==> src/rtl/pal_pkg.sv <==
// Shared types and constants for the positional array list block.
package pal_pkg;

	// Default array depth and reset value of the capacity register
	localparam int DEPTH_DEF = 16;
	localparam logic [4:0] CAP_RESET = 5'd16;

	// Fixed field widths
	localparam int CMD_W   = 2;
	localparam int POS_W   = 5;
	localparam int VAL_W   = 32;
	localparam int MOVED_W = 4;
	localparam int COUNT_W = 5;
	localparam int CAP_W   = 5;

	// Operation codes
	typedef enum logic [CMD_W-1:0] {
		CMD_INSERT = 2'd0,
		CMD_DELETE = 2'd1,
		CMD_READ   = 2'd2
	} cmd_t;

	// One result item, handed from the sequencer to the output register
	typedef struct packed {
		logic               status;
		logic [VAL_W-1:0]   data;
		logic [MOVED_W-1:0] moved;
		logic [COUNT_W-1:0] count;
	} result_t;

endpackage

==> src/rtl/pal_ram.sv <==
// Generic single write port, single read port RAM with registered read.
module pal_ram #(
	parameter int WIDTH = 32,
	parameter int DEPTH = 16
) (
	input  logic                                  clk,
	input  logic                                  we,
	input  logic [(DEPTH > 1 ? $clog2(DEPTH) : 1)-1:0] waddr,
	input  logic [WIDTH-1:0]                      wdata,
	input  logic [(DEPTH > 1 ? $clog2(DEPTH) : 1)-1:0] raddr,
	output logic [WIDTH-1:0]                      rdata
);

	logic [WIDTH-1:0] mem [DEPTH];

	// Write port and registered read port
	always_ff @(posedge clk) begin
		if (we) begin
			mem[waddr] <= wdata;
		end
		rdata <= mem[raddr];
	end

endmodule

==> src/rtl/pal_ctrl.sv <==
// Sequencer: range checks, element shifting through the RAM, result build.
module pal_ctrl
	import pal_pkg::*;
#(
	parameter int DEPTH = DEPTH_DEF,
	localparam int AW = (DEPTH > 1) ? $clog2(DEPTH) : 1,
	localparam int LW = $clog2(DEPTH + 1)
) (
	input  logic             clk,
	input  logic             arst_n,
	// request from the input side
	input  logic             start,
	input  cmd_t             cmd,
	input  logic [POS_W-1:0] pos,
	input  logic [VAL_W-1:0] val,
	input  logic [CAP_W-1:0] capacity,
	output logic             ready,
	// result toward the output register
	output logic             res_valid,
	input  logic             res_take,
	output result_t          res,
	// RAM ports
	output logic             ram_we,
	output logic [AW-1:0]    ram_waddr,
	output logic [VAL_W-1:0] ram_wdata,
	output logic [AW-1:0]    ram_raddr,
	input  logic [VAL_W-1:0] ram_rdata
);

	localparam int CW = (LW > POS_W) ? LW : POS_W;

	typedef enum logic [2:0] {
		S_IDLE,
		S_INS,
		S_PUT,
		S_DEL,
		S_DONE
	} state_t;

	state_t           state_q;
	logic [LW-1:0]    len_q;
	logic [LW-1:0]    rem_q;
	logic [AW-1:0]    ptr_q;
	logic [AW-1:0]    src_q;
	logic [AW-1:0]    pos_q;
	logic             rd_vld_q;
	logic [VAL_W-1:0] val_q;
	result_t          res_q;

	logic [CW-1:0] pos_w;
	logic [CW-1:0] len_w;
	logic [CW-1:0] cap_w;
	logic [CW-1:0] dep_w;
	logic [CW-1:0] effcap;
	logic          ins_ok;
	logic          rng_ok;
	logic [LW-1:0] pos_l;

	// Range checks against the current length and effective capacity
	always_comb begin
		pos_w  = CW'(pos);
		len_w  = CW'(len_q);
		cap_w  = CW'(capacity);
		dep_w  = CW'(DEPTH);
		effcap = (cap_w > dep_w) ? dep_w : cap_w;
		ins_ok = (len_w < effcap) && (pos_w <= len_w);
		rng_ok = (pos_w < len_w);
		pos_l  = LW'(pos_w);
	end

	// RAM access: reads walk ptr_q, each shift write lands in the cycle after its read
	always_comb begin
		ram_raddr = ptr_q;
		ram_we    = 1'b0;
		ram_waddr = src_q;
		ram_wdata = ram_rdata;
		unique case (state_q)
			S_INS: begin
				ram_we    = rd_vld_q;
				ram_waddr = src_q + AW'(1);
			end
			S_DEL: begin
				ram_we    = rd_vld_q && (src_q != pos_q);
				ram_waddr = src_q - AW'(1);
			end
			S_PUT: begin
				ram_we    = 1'b1;
				ram_waddr = pos_q;
				ram_wdata = val_q;
			end
			default: begin
				ram_we = 1'b0;
			end
		endcase
	end

	assign ready     = (state_q == S_IDLE);
	assign res_valid = (state_q == S_DONE);
	assign res       = res_q;

	// Sequencer state and registered result
	always_ff @(posedge clk or negedge arst_n) begin
		if (!arst_n) begin
			state_q  <= S_IDLE;
			len_q    <= '0;
			rem_q    <= '0;
			rd_vld_q <= 1'b0;
		end else begin
			unique case (state_q)
				S_IDLE: begin
					rd_vld_q <= 1'b0;
					if (start) begin
						pos_q        <= AW'(pos_w);
						val_q        <= val;
						res_q.status <= 1'b1;
						res_q.data   <= '0;
						res_q.moved  <= '0;
						res_q.count  <= COUNT_W'(len_q);
						state_q      <= S_DONE;
						priority case (cmd)
							CMD_INSERT: begin
								if (ins_ok) begin
									ptr_q        <= AW'(len_q - LW'(1));
									rem_q        <= len_q - pos_l;
									res_q.status <= 1'b0;
									res_q.moved  <= MOVED_W'(len_q - pos_l);
									res_q.count  <= COUNT_W'(len_q + LW'(1));
									len_q        <= len_q + LW'(1);
									state_q      <= S_INS;
								end
							end
							CMD_DELETE: begin
								if (rng_ok) begin
									ptr_q        <= AW'(pos_w);
									rem_q        <= len_q - pos_l;
									res_q.status <= 1'b0;
									res_q.moved  <= MOVED_W'(len_q - pos_l - LW'(1));
									res_q.count  <= COUNT_W'(len_q - LW'(1));
									len_q        <= len_q - LW'(1);
									state_q      <= S_DEL;
								end
							end
							CMD_READ: begin
								if (rng_ok) begin
									ptr_q        <= AW'(pos_w);
									rem_q        <= LW'(1);
									res_q.status <= 1'b0;
									state_q      <= S_DEL;
								end
							end
							default: begin
								state_q <= S_DONE;
							end
						endcase
					end
				end
				// shift up: read from the top down, write one place higher
				S_INS: begin
					if (rem_q != '0) begin
						src_q    <= ptr_q;
						ptr_q    <= ptr_q - AW'(1);
						rem_q    <= rem_q - LW'(1);
						rd_vld_q <= 1'b1;
					end else begin
						rd_vld_q <= 1'b0;
						state_q  <= S_PUT;
					end
				end
				S_PUT: begin
					state_q <= S_DONE;
				end
				// first read is the target element, later ones shift down
				S_DEL: begin
					if (rd_vld_q && (src_q == pos_q)) begin
						res_q.data <= ram_rdata;
					end
					if (rem_q != '0) begin
						src_q    <= ptr_q;
						ptr_q    <= ptr_q + AW'(1);
						rem_q    <= rem_q - LW'(1);
						rd_vld_q <= 1'b1;
					end else begin
						rd_vld_q <= 1'b0;
						state_q  <= S_DONE;
					end
				end
				S_DONE: begin
					if (res_take) begin
						state_q <= S_IDLE;
					end
				end
				default: begin
					state_q <= S_IDLE;
				end
			endcase
		end
	end

endmodule

==> src/rtl/positional_array_list.sv <==
// Top level of the positional array list: stream ports, capacity register, output register.
//
// A bounded ordered list of DEPTH 32-bit elements kept in a single-port-write RAM.
// Each request inserts, deletes or reads at a zero-based position and yields one
// result with a status, the removed or read value, the number of elements moved
// and the new count. Elements are shifted one per cycle through the RAM's one read
// and one write port. s_tready stays low from the moment a request is accepted
// until its result reaches the output register. The capacity register
// (reset 16, values above DEPTH act as DEPTH) may be written whenever the block
// is idle.
module positional_array_list
	import pal_pkg::*;
#(
	parameter int DEPTH = DEPTH_DEF
) (
	input  logic        clk,
	input  logic        arst_n,
	// request stream
	input  logic        s_tvalid,
	output logic        s_tready,
	input  logic [39:0] s_tdata,  // position[4:0], value[36:5], zero fill
	input  logic [1:0]  s_tuser,  // command[1:0]
	// result stream
	output logic        m_tvalid,
	input  logic        m_tready,
	output logic [47:0] m_tdata,  // data[31:0], moved[35:32], count[40:36], zero fill
	output logic [0:0]  m_tuser,  // status[0]
	// capacity register write
	input  logic        cfg_valid,
	output logic        cfg_ready,
	input  logic [4:0]  cfg_data  // capacity[4:0]
);

	localparam int AW = (DEPTH > 1) ? $clog2(DEPTH) : 1;

	logic [CAP_W-1:0] cap_q;
	logic             out_valid_q;
	result_t          out_res_q;

	logic             ctrl_ready;
	logic             res_valid;
	logic             res_take;
	result_t          res;
	logic             ram_we;
	logic [AW-1:0]    ram_waddr;
	logic [VAL_W-1:0] ram_wdata;
	logic [AW-1:0]    ram_raddr;
	logic [VAL_W-1:0] ram_rdata;

	// Capacity register
	assign cfg_ready = 1'b1;

	always_ff @(posedge clk or negedge arst_n) begin
		if (!arst_n) begin
			cap_q <= CAP_RESET;
		end else if (cfg_valid && cfg_ready) begin
			cap_q <= cfg_data;
		end
	end

	assign s_tready = ctrl_ready;

	pal_ctrl #(
		.DEPTH(DEPTH)
	) u_ctrl (
		.clk      (clk),
		.arst_n   (arst_n),
		.start    (s_tvalid && s_tready),
		.cmd      (cmd_t'(s_tuser)),
		.pos      (s_tdata[4:0]),
		.val      (s_tdata[36:5]),
		.capacity (cap_q),
		.ready    (ctrl_ready),
		.res_valid(res_valid),
		.res_take (res_take),
		.res      (res),
		.ram_we   (ram_we),
		.ram_waddr(ram_waddr),
		.ram_wdata(ram_wdata),
		.ram_raddr(ram_raddr),
		.ram_rdata(ram_rdata)
	);

	pal_ram #(
		.WIDTH(VAL_W),
		.DEPTH(DEPTH)
	) u_ram (
		.clk  (clk),
		.we   (ram_we),
		.waddr(ram_waddr),
		.wdata(ram_wdata),
		.raddr(ram_raddr),
		.rdata(ram_rdata)
	);

	// Output register: loads when empty or being drained
	assign res_take = res_valid && (!out_valid_q || m_tready);

	always_ff @(posedge clk or negedge arst_n) begin
		if (!arst_n) begin
			out_valid_q <= 1'b0;
		end else if (res_take) begin
			out_valid_q <= 1'b1;
		end else if (m_tready) begin
			out_valid_q <= 1'b0;
		end
	end

	always_ff @(posedge clk) begin
		if (res_take) begin
			out_res_q <= res;
		end
	end

	assign m_tvalid = out_valid_q;
	assign m_tdata  = {7'b0, out_res_q.count, out_res_q.moved, out_res_q.data};
	assign m_tuser  = out_res_q.status;

endmodule

==> config.mk <==
export PLATFORM = sky130hd
export DESIGN_NAME = positional_array_list
export DESIGN_NICKNAME = d
export VERILOG_FILES = /design/src/rtl/pal_pkg.sv /design/src/rtl/pal_ram.sv /design/src/rtl/pal_ctrl.sv /design/src/rtl/positional_array_list.sv
export SDC_FILE = /design/constraint.sdc
export NUM_CORES = 1
export LEC_CHECK = 0
export BUFFER_PORTS_ARGS = -buffer_cell sky130_fd_sc_hd__buf_2
export CAP_MARGIN = 40
export CORE_MARGIN = 2
export CORE_UTILIZATION = 40
export DETAILED_ROUTE_END_ITERATION = 10
export HOLD_SLACK_MARGIN = 0.03
export MAX_ROUTING_LAYER = met4
export PLACE_DENSITY = 0.57
export SYNTH_ARGS = -nofsm -noshare
export SYNTH_HDL_FRONTEND = slang
export SYNTH_HIERARCHICAL = 1
export SYNTH_SLANG_ARGS = --single-unit
==> constraint.sdc <==
create_clock -name clk -period 10.5 [get_ports clk]
set_input_delay 0.525 -clock clk [delete_from_list [all_inputs] [get_ports clk]]
set_output_delay 0.525 -clock clk [all_outputs]
set_load 0.005 [all_outputs]
# Word level (Yosys, flattened, before mapping)
# Memories as Yosys holds them, arrays and structs flattened. A register that Yosys moved wholly into a read port is not among the register bits.
# Index checks and enable logic that the tools add are counted.
[totals] n_memories=1 output_inout_bits=52 regBits=148 in_bits=52 elab_cells=124 ram_bits=512
[classes] n_eq_ne=24 magnitude_cmp=4 n_mux=44 n_reduce_logical=24 addsub=9
[mem_list] name="u_ram.mem" words=16 width=32 rd=1 rd_ports_with_merged_regs=1 wr=1 line="pal_ram.sv:14" rtl="logic [WIDTH-1:0] mem [DEPTH];"
[ops] cell="32-bit 2-to-1 mux" n=2
[ops] cell="32-bit one-hot mux with 2 select lines" n=1
[ops] cell="41-bit 2-to-1 mux" n=1
[ops] cell="5-bit 2-to-1 mux" n=8
[ops] cell="4-bit one-hot mux with 3 select lines" n=2
[ops] cell="4-bit 2-to-1 mux" n=5
[ops] cell="5-bit one-hot mux with 2 select lines" n=2
[ops] cell="3-bit 2-to-1 mux" n=6
[ops] cell="9-bit 2-to-1 mux" n=2
[ops] cell="9-bit one-hot mux with 2 select lines" n=1
[ops] cell="2-bit by 1-bit != test with 1-bit output, second input constant" n=8
[ops] cell="3-bit by 2-bit != test with 1-bit output, second input constant" n=5
[ops] cell="3-bit one-hot mux with 5 select lines" n=1
[ops] cell="5-bit one-hot mux with 3 select lines" n=1
[ops] cell="4-bit by 1-bit subtractor with 4-bit output, second input constant" n=3
[ops] cell="5-bit < comparator" n=2
[ops] cell="5-bit by 1-bit subtractor with 5-bit output, second input constant" n=2
[ops] cell="4-bit by 1-bit adder with 4-bit output, second input constant" n=2
[ops] cell="4-bit one-hot mux with 2 select lines" n=1
[ops] cell="4-bit AND reduction" n=2
[ops] cell="8-bit AND reduction" n=1
[ops] cell="2-bit nonzero test" n=4
[ops] cell="1-bit 2-to-1 mux" n=7
[ops] cell="7-bit AND reduction" n=1
[ops] cell="other kinds (26)" n=35

# Depth between registers and ports, before layout
# Gate-level depths: netlist of the first run.
[depth] depth_word=8 mapped_depth=13 ltp_nobuf=11

# Hierarchy
# The synthesis of the first run kept the hierarchy.
[modules_own_cells] module="pal_ram" instances=1 area_each_um2=19835.3 cells_per_inst=838 seq_area_each_um2=16015.4
[modules_own_cells] module="pal_ctrl" instances=1 area_each_um2=5350.1 cells_per_inst=449 seq_area_each_um2=2932.8
[modules_own_cells] module="positional_array_list" instances=1 area_each_um2=1561.5 cells_per_inst=67 seq_area_each_um2=1412.6

# Worst setup path before layout of the first run
# No wires, ideal clock.
[synth_path] path_type="register to register" start="register u_ctrl.state_q[2]" end="memory u_ram.mem[0][0], enable pin" arrival_time_ps=5016 setup_time_ps=461 stages_incl_launch_ff=14 required_time_ps=10039 path_buffers=2 setup_slack_ps=5023 synth_period_minus_slack_ps=5477 path_cell_list="dfrtp_1 -> clkbuf_1 -> nor2b_1 -> clkbuf_1 -> nand2_1 -> inv_1 -> ha_1 -> a21o_1 -> a21oi_1 -> xnor2_1 -> o32ai_1 -> a21oi_1 -> or3b_2 -> nor3_1"
[synth_via] elab_cells_between_ends=7 cone_classes="eq/ne (3); mux (4)"
[synth_rtl] item="start, declared" line="pal_ctrl.sv:40" rtl="state_t state_q;"
[synth_rtl] item="start signal, assigned" line="pal_ctrl.sv:104" rtl="state_q <= S_IDLE;"
[synth_rtl] item="start signal, assigned" line="pal_ctrl.sv:119" rtl="state_q <= S_DONE;"
[synth_rtl] item="start signal, assigned" line="pal_ctrl.sv:129" rtl="state_q <= S_INS;"
[synth_rtl] item="3-bit by 2-bit == test with 1-bit output / 3-bit by 1-bit == test with 1-bit output (equally long branches)" line="pal_ctrl.sv:77" rtl="unique case (state_q)"
[synth_rtl] item="4-bit one-hot mux with 3 select lines (*)" line="pal_ctrl.sv:77"
[synth_rtl] item="named net ram_waddr[3]" line="positional_array_list.sv:45" rtl="logic [AW-1:0] ram_waddr;"
[synth_rtl] item="end, declared" line="pal_ram.sv:14"
# The timed path passes the listed nets; every way through them passes the cells marked *.

# Worst setup path after layout of the first run
[layout_path] start="register u_ctrl.state_q[0]" end="memory u_ram.mem[15][31], enable pin"
# Same word-level chain as after synthesis.

==> results of run 1 <==
## sequential cells by signal, indices dropped and copies added, names as in the netlist, 5 cells and up
signal,flops
u_ram/mem,512
u_ctrl/res,42
m_tdata,41
u_ctrl/val_q,32
u_ram/rdata,32
cap_q,5
u_ctrl/len_q,5
u_ctrl/rem_q,5
## through the flow
stage / worst slack [ns] / instances / power [mW] / utilization / hold slack (ns)
final: 5.98 / 2406 / 6.24 / 0.466 / 0.100
after global routing: 5.75 / 2406 / 6.48 / 0.466 / 0.0806
after CTS: 6.00 / 2406 / 6.31 / 0.466 / 0.0648
after detailed placement: 6.03 / 2277 / 3.92 / 0.433 / 0.405
after global placement: 5.17 / 2266 / 3.90 / 0.429 / 0.402
after floorplan: 5.02 / 1360 / 3.68 / - / 0.229
## repair_timing
item,4_1_cts,5_1_grt
hold buffers,1,0
endpoints found under the hold margin,19,0
setup endpoints to repair,0,0
gates resized for setup,0,0
## placed cells by master (no fill, tap or decap), types with 9 or more instances in the layout
cell type	Yosys	layout
sky130_fd_sc_hd__a21oi_1	24	24
sky130_fd_sc_hd__a22oi_1	70	70
sky130_fd_sc_hd__a31oi_1	9	9
sky130_fd_sc_hd__and3_1	36	36
sky130_fd_sc_hd__buf_2	13	93
sky130_fd_sc_hd__buf_4	18	30
sky130_fd_sc_hd__clkbuf_1	34	17
sky130_fd_sc_hd__clkbuf_16	0	73
sky130_fd_sc_hd__clkinv_1	1	15
sky130_fd_sc_hd__clkinv_2	0	11
sky130_fd_sc_hd__dfrtp_1	19	18
sky130_fd_sc_hd__dfxtp_1	32	32
sky130_fd_sc_hd__edfxtp_1	640	640
sky130_fd_sc_hd__ha_1	22	22
sky130_fd_sc_hd__inv_1	27	27
sky130_fd_sc_hd__mux2_2	38	38
sky130_fd_sc_hd__mux4_2	128	128
sky130_fd_sc_hd__nand2_1	60	60
sky130_fd_sc_hd__nand3_1	14	14
sky130_fd_sc_hd__nor2_1	28	15
sky130_fd_sc_hd__nor2_4	0	13
sky130_fd_sc_hd__o21ai_0	15	15
sky130_fd_sc_hd__xnor2_1	14	14
## power breakdown
| group | switching (mW) | internal [mW] |
|---|---|---|
| clock network | 1.01 | 1.38 |
| registers | 0.0715 | 3.20 |
| logic | 0.369 | 0.216 |
| total | 1.45 | 4.79 |
## cell families after synthesis
kind of cell	share of synthesized area
xor+xnor	0.00688
other cells	0.000281
simple gates	0.0346
buf+inv	0.0187
compound gates	0.0403
flops	0.761
fa+ha+maj	0.0125
mux	0.125
## worst max-delay path by stage
stage	from	end	slack, ns	cells past startpoint
final	u_ctrl/state_q[0]$_DFFE_PN0P_	u_ram/mem[15][31]$_DFFE_PP_	5.98	12
after floorplan	u_ctrl/state_q[2]$_DFFE_PN0P_	u_ram/mem[0][0]$_DFFE_PP_	5.02	13
after global routing	u_ctrl/state_q[0]$_DFFE_PN0P_	u_ram/mem[15][2]$_DFFE_PP_	5.75	12
after detailed placement	u_ctrl/state_q[0]$_DFFE_PN0P_	u_ram/mem[13][25]$_DFFE_PP_	6.03	12
after CTS	u_ctrl/state_q[0]$_DFFE_PN0P_	u_ram/mem[13][22]$_DFFE_PP_	6.00	12
after global placement	u_ctrl/state_q[1]$_DFFE_PN0P_	u_ram/mem[8][22]$_DFFE_PP_	5.17	11
## metal layers
layer | global-route usage | up-vias
li1 | - | 5749
met1 | 0.222 | 6954
met2 | 0.286 | 324
met3 | 0.0261 | 73
met4 | 0.0509 | 0
met5 | - | -
## layout make-up
class	count	area [sq um]	share of cell area
timing repair buffer	133	933	0.0304
clock buffer	97	1990	0.0646
tap	864	1080	0.0352
multi-input combinational	561	6070	0.197
clock inverter	31	216	0.00704
sequential	692	20400	0.662
inverter	28	105	0.00342
==> flow_results.org, run 1 <==
** Run status
- Outcome :: complete, no violations

** Clocking
- TritonCTS created slightly above 70 clock buffers.
- The H-tree generated during clock tree synthesis spans 3 levels.
- Insertion delay of the later-clocked pin in the worst-skew pair :: 0.59 ns
- Post-CTS clock slew at the launch and capture registers of the worst setup and hold paths :: approximately 0.06 ns
- Post-CTS repair timing setup buffer count :: 0
- TritonCTS built the clock tree.
- Root Buffer Master :: sky130_fd_sc_hd__clkbuf_16
- Clk sinks :: 692
- No sink is reached through more buffers than the 3 on the longest clock path.

** Hold path
- Cell depth of the worst min-delay path :: 1
- The min-delay analysis places its worst path in the category in -> reg.
- For hold timing, the worst endpoint is u_ctrl/val_q[7]$_DFFE_PP_.
- The startpoint identified for the worst hold timing path is s_tdata[12].

** Worst setup path
- At the worst endpoint, the required time is 10.75 ns.
- Critical path cell sequence :: nor2b_4, nand2_1, inv_1, ha_1, a21o_1, a21oi_1, xnor2_1, o32ai_1, a21oi_1, nand3_1, nor2_4, buf_4
- Largest delay contributor family on the critical path :: simple AND/OR/NAND/NOR gates
- The worst setup path is launched from a register.
- In this run the critical register-to-register path is launched from u_ctrl/state_q[0]$_DFFE_PN0P_.
- Highest cell delay on the worst timing path :: 0.73 ns
- In this run the worst path has a maximum fanout of 20.
- Kind of capture point of the worst setup path :: register
- Buf+Inv Stages, Crit Path :: 2
- The critical path is of the reg -> reg type.
- The slowest stage of the critical path belongs to the cell sky130_fd_sc_hd__dfrtp_1.
- Crit path DAT :: 4.77 ns
- Among the stages of the critical path, the cell type that occurs most often is sky130_fd_sc_hd__a21oi_1.
- In this run the critical register-to-register path is captured at u_ram/mem[15][31]$_DFFE_PP_.
- Measured in cells, the most critical reg-to-reg path has a length of 12.
- The setup check on the worst reg-to-reg path leaves a slack of 5.98 ns.

** STA
- The max-slew violation count was 0.
- Number of failing hold endpoints at the final stage :: 0
- Clock Skew :: roughly 0.015 ns
- Setup repair after global routing left no endpoint under its margin.
- Setup total negative slack on the finished layout was measured at 0 ns.
- Part of the cycle the worst path needs :: 0.431
- The worst pin sits at a relative slew slack of 0.296.
- Setup violations remaining at the end of the flow were counted as 0.
- At the pin with the least slew margin, the transition time is 1.06 ns.
- After layout, the minimum clock period comes to about 4.5 ns.
- Based on the critical path, the design can be clocked at up to around 220 MHz.

** Logic synthesis
- Post-synthesis sequential element count :: 692
- Register area share after synthesis :: 0.761
- Async set or reset register ratio after synthesis :: 0.0289
- Primary FF master, synth :: sky130_fd_sc_hd__edfxtp_1
- Number of enable flip-flop cells after synthesis :: 640
- Of the post-synthesis cell area, the dominant cell type holds 0.719.
- Average cell area after synthesis :: 19.8 sq um
- Post-synthesis cell type count :: 61
- Cell Area, Synth :: ~0.027 sq mm
- The most common cell in the synthesized netlist is sky130_fd_sc_hd__edfxtp_1.
- Yosys printed 6 warnings.
- Largest area contributor in the synthesized netlist :: sky130_fd_sc_hd__edfxtp_1
- Largest cells by area after synthesis :: sky130_fd_sc_hd__edfxtp_1 72%, sky130_fd_sc_hd__mux4_2 11%, sky130_fd_sc_hd__dfxtp_1 2.4%
- Synthesis handed over a netlist of around 1400 instances.
- The commonest cells after synthesis are 640 x sky130_fd_sc_hd__edfxtp_1, 128 x sky130_fd_sc_hd__mux4_2, 70 x sky130_fd_sc_hd__a22oi_1.

** Die
- Standard-cell row count :: 94
- Core Footprint :: 0.0660 sq mm
- From left edge to right edge, the die measures 263 um.
- Chip height :: around 260 um
- For this configuration, the core starts out at a cell density of 0.405.
- Number of ports placed on the die boundary :: 104
- The die covers 0.0690 sq mm.

** Cells and area
- Final cell area excluding filler cells :: 0.0308 sq mm
- Of the cells placed in the final design, the portion with a size suffix greater than 1 is 0.280.
- Filler instances :: 5536
- The repair_antennas step left the layout with diodes totalling 0.
- Net count of the finished layout :: about 1600
- Area delta synth->final :: 15.0%

** Power
- Worst ir drop on vdd :: 0.110 mV
- Cell area power density :: 203 mW/mm^2
- Summed over all cells, the static leakage comes to 10.3 nW.

** Detailed routing
- For this block, the initial DRC count from the detailed router was 1029.
- In the final routing, the length of wire on met1 measures 24.9 mm.
- The routed design has approximately 58 mm of wire.
- In this run the top signal layer used is met4.
- Number of iterations in the first detailed-routing pass :: 5
- Number of vias after detailed routing :: 13100
- Mean number of vias per cell :: roughly 5.4
- Detail Route met2 WL :: 29.1 mm
- Wire length on met3 :: roughly 2.5 mm
- Detail Route Antenna Nets :: 0
- DR DRC count :: 0
- WL/cell :: ~24 um

** GRT
- Total GRT Usage :: 0.173
- Entering global routing, the biggest net connects ~50 pins.
- Vias in the first global route :: 13600
- The first global-routing pass estimated 86.2 mm of wire.
- Initial antenna violation count :: 0
- Overflow left after global routing :: 0

** Placement
- The congestion estimate from routability-driven global placement came to 0.807.
- Once detailed placement completed, the half-perimeter wirelength came to roughly 33 mm.
- In this run the cell area measured after placement is 0.0285 sq mm.
- Buffers on Ports :: 92

** Run
- Max-cap violations in this run came to 0.
(Power assumes the default switching activity.)
==> run 2: changes to the inputs <==
Clock period 10.5 ns to 4.5 ns, I/O delays scaled along.
==> flow_results.org, run 2 (synthesis gave the netlist of run 1 again) <==
** Die
- Chip height :: 263 um (unchanged)
- The die area is 0.0690 sq mm (unchanged).
- The number of placed I/O pins is 104 (unchanged).
- Standard-cell row count :: 94 (unchanged)
- Core Footprint :: 0.0660 sq mm (unchanged)
- The initial core utilization was 0.405 (unchanged).
- The die boundary width is 263 um (unchanged).

** Clocking
- The clock tree from TritonCTS was built (unchanged).
- Post-CTS clock slew at the launch and capture registers of the worst setup and hold paths :: 0.06 ns (about the same)
- The insertion delay of the later-clocked pin in the worst-skew pair is 0.61 ns (was 0.59 ns).
- The number of buffers created by CTS was 73 (was 71).
- Count of instances resized after the clock tree is built :: 0 (unchanged)
- Clk sinks :: 692 (unchanged)
- The count of H-tree levels built during CTS is 3 (unchanged).
- Root Buffer Master :: sky130_fd_sc_hd__clkbuf_16 (unchanged)
- The buffer levels on the longest clock path is 3 (unchanged).

** Detailed routing
- The detailed router's first-iteration violation count was 1089 (was 1029).
- The average wire length per cell after detail routing came to 23.3 um (was 23.9 um).
- The sum of routed wire length over all layers came to 57.7 mm (was 57.6 mm).
- The ratio of routed vias to standard cells is 5.42 (was 5.44).
- The detailed-routing iteration count for the pre-antenna-repair pass came to 5 (unchanged).
- The via count was 13400 (was 13100).
- DR DRC count :: 0 (unchanged)
- The remaining number of nets flagged by the antenna check after routing is 0 (unchanged).

** Worst setup path
- Required time of the critical path :: 4.74 ns (was 10.75 ns)
- Crit path DAT :: 3.85 ns (was 4.77 ns)
- Critical path fanouts, max :: 25 (was 20)
- Kind of capture point of the worst setup path :: register (unchanged)
- Worst-case reg-to-reg path depth :: 12 (unchanged)
- Path type of the worst setup path :: reg -> reg (unchanged)
- Critical Path Source Type :: register (unchanged)

** Cells and area
- The number of filler instances in the final layout is 5427 (was 5536).
- Register area :: 0.0204 sq mm (about the same)
- Top register by number of flip-flops :: u_ram/mem (unchanged)
- Leading cell types in the layout, fill and taps excluded :: 640 x sky130_fd_sc_hd__edfxtp_1, 128 x sky130_fd_sc_hd__mux4_2, 92 x sky130_fd_sc_hd__buf_2 (was 640 x sky130_fd_sc_hd__edfxtp_1, 128 x sky130_fd_sc_hd__mux4_2, 93 x sky130_fd_sc_hd__buf_2)
- Area delta synth->final :: 18.7% (was 15.0%)
- Area used by multi-input combinational logic :: 0.00610 sq mm (was 0.00607 sq mm)
- Final Non-Filler Cells :: 2476 (was 2406)
- Antenna diodes :: 0 (unchanged)
- Share of post-route cells with drive strength above 1 :: 0.285 (was 0.280)
- Most frequent standard cell in the layout excluding fill and tap cells :: sky130_fd_sc_hd__edfxtp_1 (unchanged)
- Number of flip-flops in the largest register :: 512 (unchanged)
- Utilization after layout :: 0.481 (was 0.466)
- Net count of the finished layout :: 1630 (was 1564)

** GRT
- The wire length of the first global-routing pass is 87.2 mm (was 86.2 mm).
- Overflow left after global routing :: 0 (unchanged)
- The via count of the first global-routing pass was 14000 (was 13600).
- The maximum number of pins on one net before global-route repair came to 49 (unchanged).
- The total routing usage reported by global routing was 0.173 (about the same).
- Initial antenna violation count :: 0 (unchanged)

** Placement
- Routability cong. :: 0.831 (was 0.807)
- DP Cell Count :: 2294 (was 2277)
- Setup slack after placement :: 0.921 ns (was 6.03 ns)
- Hpwl dp :: 33.5 mm (was 32.7 mm)
- The number of buffers added on ports came to 92 (unchanged).

** STA
- Number of max-slew violations in the final report :: 0 (unchanged)
- The final-layout setup total negative slack is 0 ns (unchanged).
- The worst-case setup margin in the final layout is 0.890 ns (was 5.98 ns).
- Count of endpoints failing setup in the final report :: 0 (unchanged)
- Unrepaired setup endpoints after global routing: no (unchanged).
- The part of the cycle the worst path needs came to 0.802 (was 0.431).
- Number of failing hold endpoints at the final stage :: 0 (unchanged)
- Final Critical Period :: 3.61 ns (was 4.52 ns)
- The remaining max-slew budget at the tightest pin came to 0.314 (was 0.296).
- The fmax was 277 MHz (was 221 MHz).
- The worst-margin pin slew is 1.03 ns (was 1.06 ns).
- Clock Skew :: 0.0199 ns (was 0.0149 ns)

** Hold path
- The type of the worst min-delay path is in -> async (was in -> reg).

** Power
- The highest ir drop seen on vdd came to 0.234 mV (was 0.110 mV).
- The power density of the placed cells was 480 mW/mm^2 (was 203 mW/mm^2).
- The total leakage power was 10.7 nW (was 10.3 nW).
- The power consumption is 15.2 mW (was 6.24 mW).

** Run
- The max capacitance violation total came to 0 (unchanged).

** Run status
- Outcome :: complete, no violations (unchanged)
[run 2: changes by cell type in the layout (fill, tap and decap cells not counted), sizes merged]
cell,before,now
clkinv,28,27
dlygate4sd3,1,48
buf,132,149
bufinv,2,10
clkinvlp,1,3
clkbuf,97,94
[run 2: worst max-delay path: stages (launching register included)]
cell,delay [ns]
sky130_fd_sc_hd__dfrtp_1,0.38
sky130_fd_sc_hd__nor2b_4,0.13
sky130_fd_sc_hd__nand2_1,0.21
sky130_fd_sc_hd__inv_1,0.13
sky130_fd_sc_hd__ha_1,0.29
sky130_fd_sc_hd__a21o_1,0.18
sky130_fd_sc_hd__a21oi_1,0.27
sky130_fd_sc_hd__xnor2_1,0.16
sky130_fd_sc_hd__o32ai_1,0.10
sky130_fd_sc_hd__a21oi_1,0.29
sky130_fd_sc_hd__nand3b_1,0.37
sky130_fd_sc_hd__nor3_4,0.24
sky130_fd_sc_hd__buf_4,0.47
[run 2: what timing repair did]
| item | CTS | global route |
|---|---|---|
| buffers inserted | 0 | 0 |
| hold buffers | 48 | 0 |
| endpoints found under the setup margin | 0 | 0 |
| endpoints found under the hold margin | 62 | 0 |
[run 2: final cells by class]
type	instances	share of cell area
Inverter	28	0.00331
Clock inverter	40	0.0156
Sequential cell	692	0.641
Tap cell	864	0.0340
Clock buffer	94	0.0630
Timing Repair Buffer	197	0.0509
Multi-Input combinational cell	561	0.192
[run 2: layer usage]
metal,vias up,wire (um),track usage
met4,0,947,0.0506
met5,-,0,-
met1,7109,25400,0.227
li1,5907,-,-
met3,69,2540,0.0289
met2,335,28800,0.280
[run 2: where the power goes]
group | switching [mW] | total, mW | internal [mW]
Sequential | 0.141 | 7.60 | 7.46
Combinational | 0.919 | 1.48 | 0.559
Clock | 2.42 | 6.16 | 3.73
[run 2: metrics by stage]
stage	cell area, sq um	hold WS (ns)
2_1_floorplan	26800	-0.0706
3_3_place_gp	28700	0.239
3_5_place_dp	28800	0.243
4_1_cts	31800	0.139
5_1_grt	31800	0.199
6_report	31800	0.156
[run 2: final timing paths]
path                                               start                            end  slack, ns
hold / removal                                    arst_n           cap_q[0]$_DFFE_PN0P_       0.16
min in group clk                              s_tuser[1]  u_ctrl/state_q[1]$_DFFE_PN0P_       0.17
setup reg to reg           u_ctrl/state_q[0]$_DFFE_PN0P_     u_ram/mem[8][15]$_DFFE_PP_       0.89
setup / recovery           u_ctrl/state_q[0]$_DFFE_PN0P_     u_ram/mem[8][15]$_DFFE_PP_       0.89
max in group asynchronous                         arst_n           m_tvalid$_DFFE_PN0P_       3.96
hold reg to reg                  u_ctrl/res[9]$_DFFE_PP_           m_tdata[0]$_DFFE_PP_       0.41
==> run 3: changes to the inputs <==
Settings changed: PLACE_DENSITY 0.57 to 0.59.
Clock period 4.5 ns to 3 ns, I/O delays scaled along.
==> flow_results.org, run 3 (synthesis gave the netlist of run 1 again) <==
** Clocking
- The root buffer cell is sky130_fd_sc_hd__clkbuf_16 (unchanged).
- CTS buffer count :: 73 (unchanged)
- The clock slew seen by the registers of the worst setup and hold paths came to 0.07 ns (was 0.06 ns).
- The insertion delay of the later-clocked pin in the worst-skew pair came to 0.62 ns (was 0.61 ns).
- The clock tree from TritonCTS is built (unchanged).
- The count of H-tree levels built during CTS came to 3 (unchanged).
- The buffer levels on the longest clock path came to 3 (unchanged).
- Clk sinks :: 692 (unchanged)

** STA
- The worst hold-check slack is 0.0764 ns (was 0.156 ns).
- The worst-case setup margin in the final layout is -0.0353 ns (was 0.890 ns).
- Final Critical Period :: 3.04 ns (was 3.61 ns)
- The fmax was 329 MHz (was 277 MHz).
- The final number of hold-violating endpoints was 0 (unchanged).
- The part of the cycle the worst path needs was 1.01 (was 0.802).
- The remaining max-slew budget at the tightest pin was 0.572 (was 0.314).
- The worst-margin pin slew came to 0.642 ns (was 1.03 ns).
- The number of failing setup endpoints in the final timing report was 28 (was 0).
- The final-layout setup total negative slack came to -0.533 ns (was 0 ns).
- The max-slew violation count came to 0 (unchanged).
- Unrepaired setup endpoints after global routing :: yes (was no)
- Clock Skew :: 0.0264 ns (was 0.0199 ns)

** Cells and area
- Number of flip-flops in the largest register :: 512 (unchanged)
- Filler instances :: 5306 (was 5427)
- Share of post-route cells with drive strength above 1 :: 0.299 (was 0.285)
- The number of antenna diodes is 0 (unchanged).
- The register with the highest flop count is u_ram/mem (unchanged).
- The most frequent standard cell in the layout excluding fill and tap cells was sky130_fd_sc_hd__edfxtp_1 (unchanged).
- The number of nets in the layout came to 1656 (was 1630).
- Leading cell types in the layout, fill and taps excluded: 640 x sky130_fd_sc_hd__edfxtp_1, 128 x sky130_fd_sc_hd__mux4_2, 92 x sky130_fd_sc_hd__buf_2 (unchanged).
- The area of the multi-input gates came to 0.00615 sq mm (was 0.00610 sq mm).
- Area delta synth->final :: 20.4% (was 18.7%)
- The register area was 0.0204 sq mm (about the same).

** Worst setup path
- Critical path fanouts, max :: 11 (was 25)
- Highest cell delay on the worst timing path :: 0.42 ns (was 0.47 ns)
- Crit path DAT :: 3.34 ns (was 3.85 ns)
- The critical path start-end classification is reg -> reg (unchanged).
- Critical Path Source Type :: register (unchanged)
- Max stage delay cell, worst path :: sky130_fd_sc_hd__or3b_4 (was sky130_fd_sc_hd__buf_4)
- The endpoint type of the worst setup path is a register (unchanged).
- Critical path cell sequence: nor2b_4, nand2_8, inv_6, ha_4, a21o_1, a21oi_2, buf_4, a21oi_2, o22ai_1, a21oi_2, or3b_4, buf_6, nor2_4, buf_6, buf_12 (was nor2b_4, nand2_1, inv_1, ha_1, a21o_1, a21oi_1, xnor2_1, o32ai_1, a21oi_1, nand3b_1, nor3_4, buf_4).
- The critical path required time was 3.31 ns (was 4.74 ns).
- Cell repeated most along the worst path :: sky130_fd_sc_hd__a21oi_2 (was sky130_fd_sc_hd__a21oi_1)

** Die
- The die boundary width is 263 um (unchanged).
- Initial core utilization :: 0.405 (unchanged)
- Standard-cell row count :: 94 (unchanged)
- The placeable core region came to 0.0660 sq mm (unchanged).
- The die area came to 0.0690 sq mm (unchanged).
- The number of placed I/O pins is 104 (unchanged).
- The vertical extent of the die came to 263 um (unchanged).

** Run
- The max capacitance violation total came to 0 (unchanged).

** Run status
- Violated checks :: setup timing
- Outcome :: finished with violations (was complete, no violations)

** Detailed routing
- The remaining number of nets flagged by the antenna check after routing was 0 (unchanged).
- The detailed-routing iteration count for the pre-antenna-repair pass was 5 (unchanged).
- Total Routed Length :: 61.3 mm (was 57.7 mm)
- Mean number of vias per cell :: 5.39 (was 5.42)
- WL/cell :: 24.5 um (was 23.3 um)
- The via count came to 13500 (was 13400).
- DR DRC count :: 0 (unchanged)
- The detailed router's first-iteration violation count is 1148 (was 1089).

** Placement
- Hpwl dp :: 35.7 mm (was 33.5 mm)
- Setup slack after placement :: 0.0133 ns (was 0.921 ns)
- Buffers on Ports :: 92 (unchanged)
- The final weighted congestion of routability-driven global placement came to 0.849 (was 0.831).

** Power
- Worst ir drop on vdd :: 0.373 mV (was 0.234 mV)
- The total leakage power was 10.8 nW (was 10.7 nW).
- Cell area power density :: 697 mW/mm^2 (was 480 mW/mm^2)

** Hold path
- Class of the most critical hold timing path :: in -> async (unchanged)

** GRT
- Initial antenna violation count :: 0 (unchanged)
- The via count of the first global-routing pass came to 14000 (about the same).
- Maximum number of pins on one net before global-route repair :: 69 (was 49)
- The total overflow reported by the global router is 0 (unchanged).
- The wire length of the first global-routing pass is 91.3 mm (was 87.2 mm).
- The total routing usage reported by global routing came to 0.183 (was 0.173).
run 3: changes by cell type in the layout (fill, tap and decap cells not counted), sizes merged:
| cell | change |
|---|---|
| clkinvlp | +1 |
| bufinv | -7 |
| clkinv | -4 |
| clkbuf | +16 |
| inv | +1 |
| buf | +19 |
| dlygate4sd3 | +1 |
run 3: through the flow:
| stage | area [sq um] | instances | total power [mW] | utilization |
|---|---|---|---|---|
| 6_report | 32200 | 2503 | 22.5 | 0.488 |
| 5_1_grt | 32200 | 2503 | 23.3 | 0.488 |
| 4_1_cts | 32000 | 2493 | 22.7 | 0.485 |
| 3_5_place_dp | 29200 | 2309 | 13.9 | 0.442 |
| 3_3_place_gp | 29200 | 2309 | 13.8 | 0.442 |
| 2_1_floorplan | 27000 | 1360 | 12.9 | - |
run 3: power by group:
part           total (mW)  switching, mW  internal [mW]
combinational        2.35           1.47          0.882
clock                8.73           3.68           5.05
sequential           11.4          0.189           11.2
run 3: path summary, 6_finish.rpt:
path | end | cells past startpoint | slack [ns] | startpoint
max | u_ram/mem[2][13]$_DFFE_PP_ | 15 | -0.04 | u_ctrl/state_q[2]$_DFFE_PN0P_
min | u_ctrl/len_q[2]$_DFFE_PN0P_ | 2 | 0.08 | arst_n
max reg2reg | u_ram/mem[2][13]$_DFFE_PP_ | 15 | -0.04 | u_ctrl/state_q[2]$_DFFE_PN0P_
min reg2reg | m_tdata[36]$_DFFE_PP_ | 0 | 0.42 | u_ctrl/res[0]$_DFFE_PP_
max in group asynchronous | u_ctrl/state_q[1]$_DFFE_PN0P_ | 2 | 2.51 | arst_n
min in group clk | u_ctrl/state_q[0]$_DFFE_PN0P_ | 5 | 0.10 | s_tuser[1]
run 3: critical path: cells and delay by family, from the launching register on:
| kind | cells | cell delay (ns) |
|---|---|---|
| AOI/OAI and AO/OA | 5 | 0.67 |
| DFF | 1 | 0.41 |
| buffers and inverters | 5 | 0.66 |
| adders and majority gates | 1 | 0.18 |
| and+or+nand+nor | 4 | 0.80 |
run 3: per-layer routing:
| layer | share of wire | track usage | up-vias |
|---|---|---|---|
| li1 | - | - | 5957 |
| met3 | 0.043 | 0.0274 | 72 |
| met5 | 0 | - | - |
| met1 | 0.44 | 0.243 | 7129 |
| met2 | 0.51 | 0.300 | 334 |
| met4 | 0.013 | 0.0393 | 0 |
run 3: final cells by class:
type                    instances  area share
flip-flops and latches        692       0.632
multi-input cells             561       0.191
repair buffers                223      0.0672
clock buffers                 104      0.0635
well taps                     864      0.0336
clock inverters                31     0.00897
inverters                      28     0.00353
run 3: timing repair:
item | CTS | global route
endpoints found under the setup margin | 11 | 200
endpoints found under the hold margin | 64 | 0
pin swaps | 0 | 10
hold buffers | 49 | 0
setup buffers | 0 | 3
resized for setup | 0 | 10
gates cloned | 0 | 7
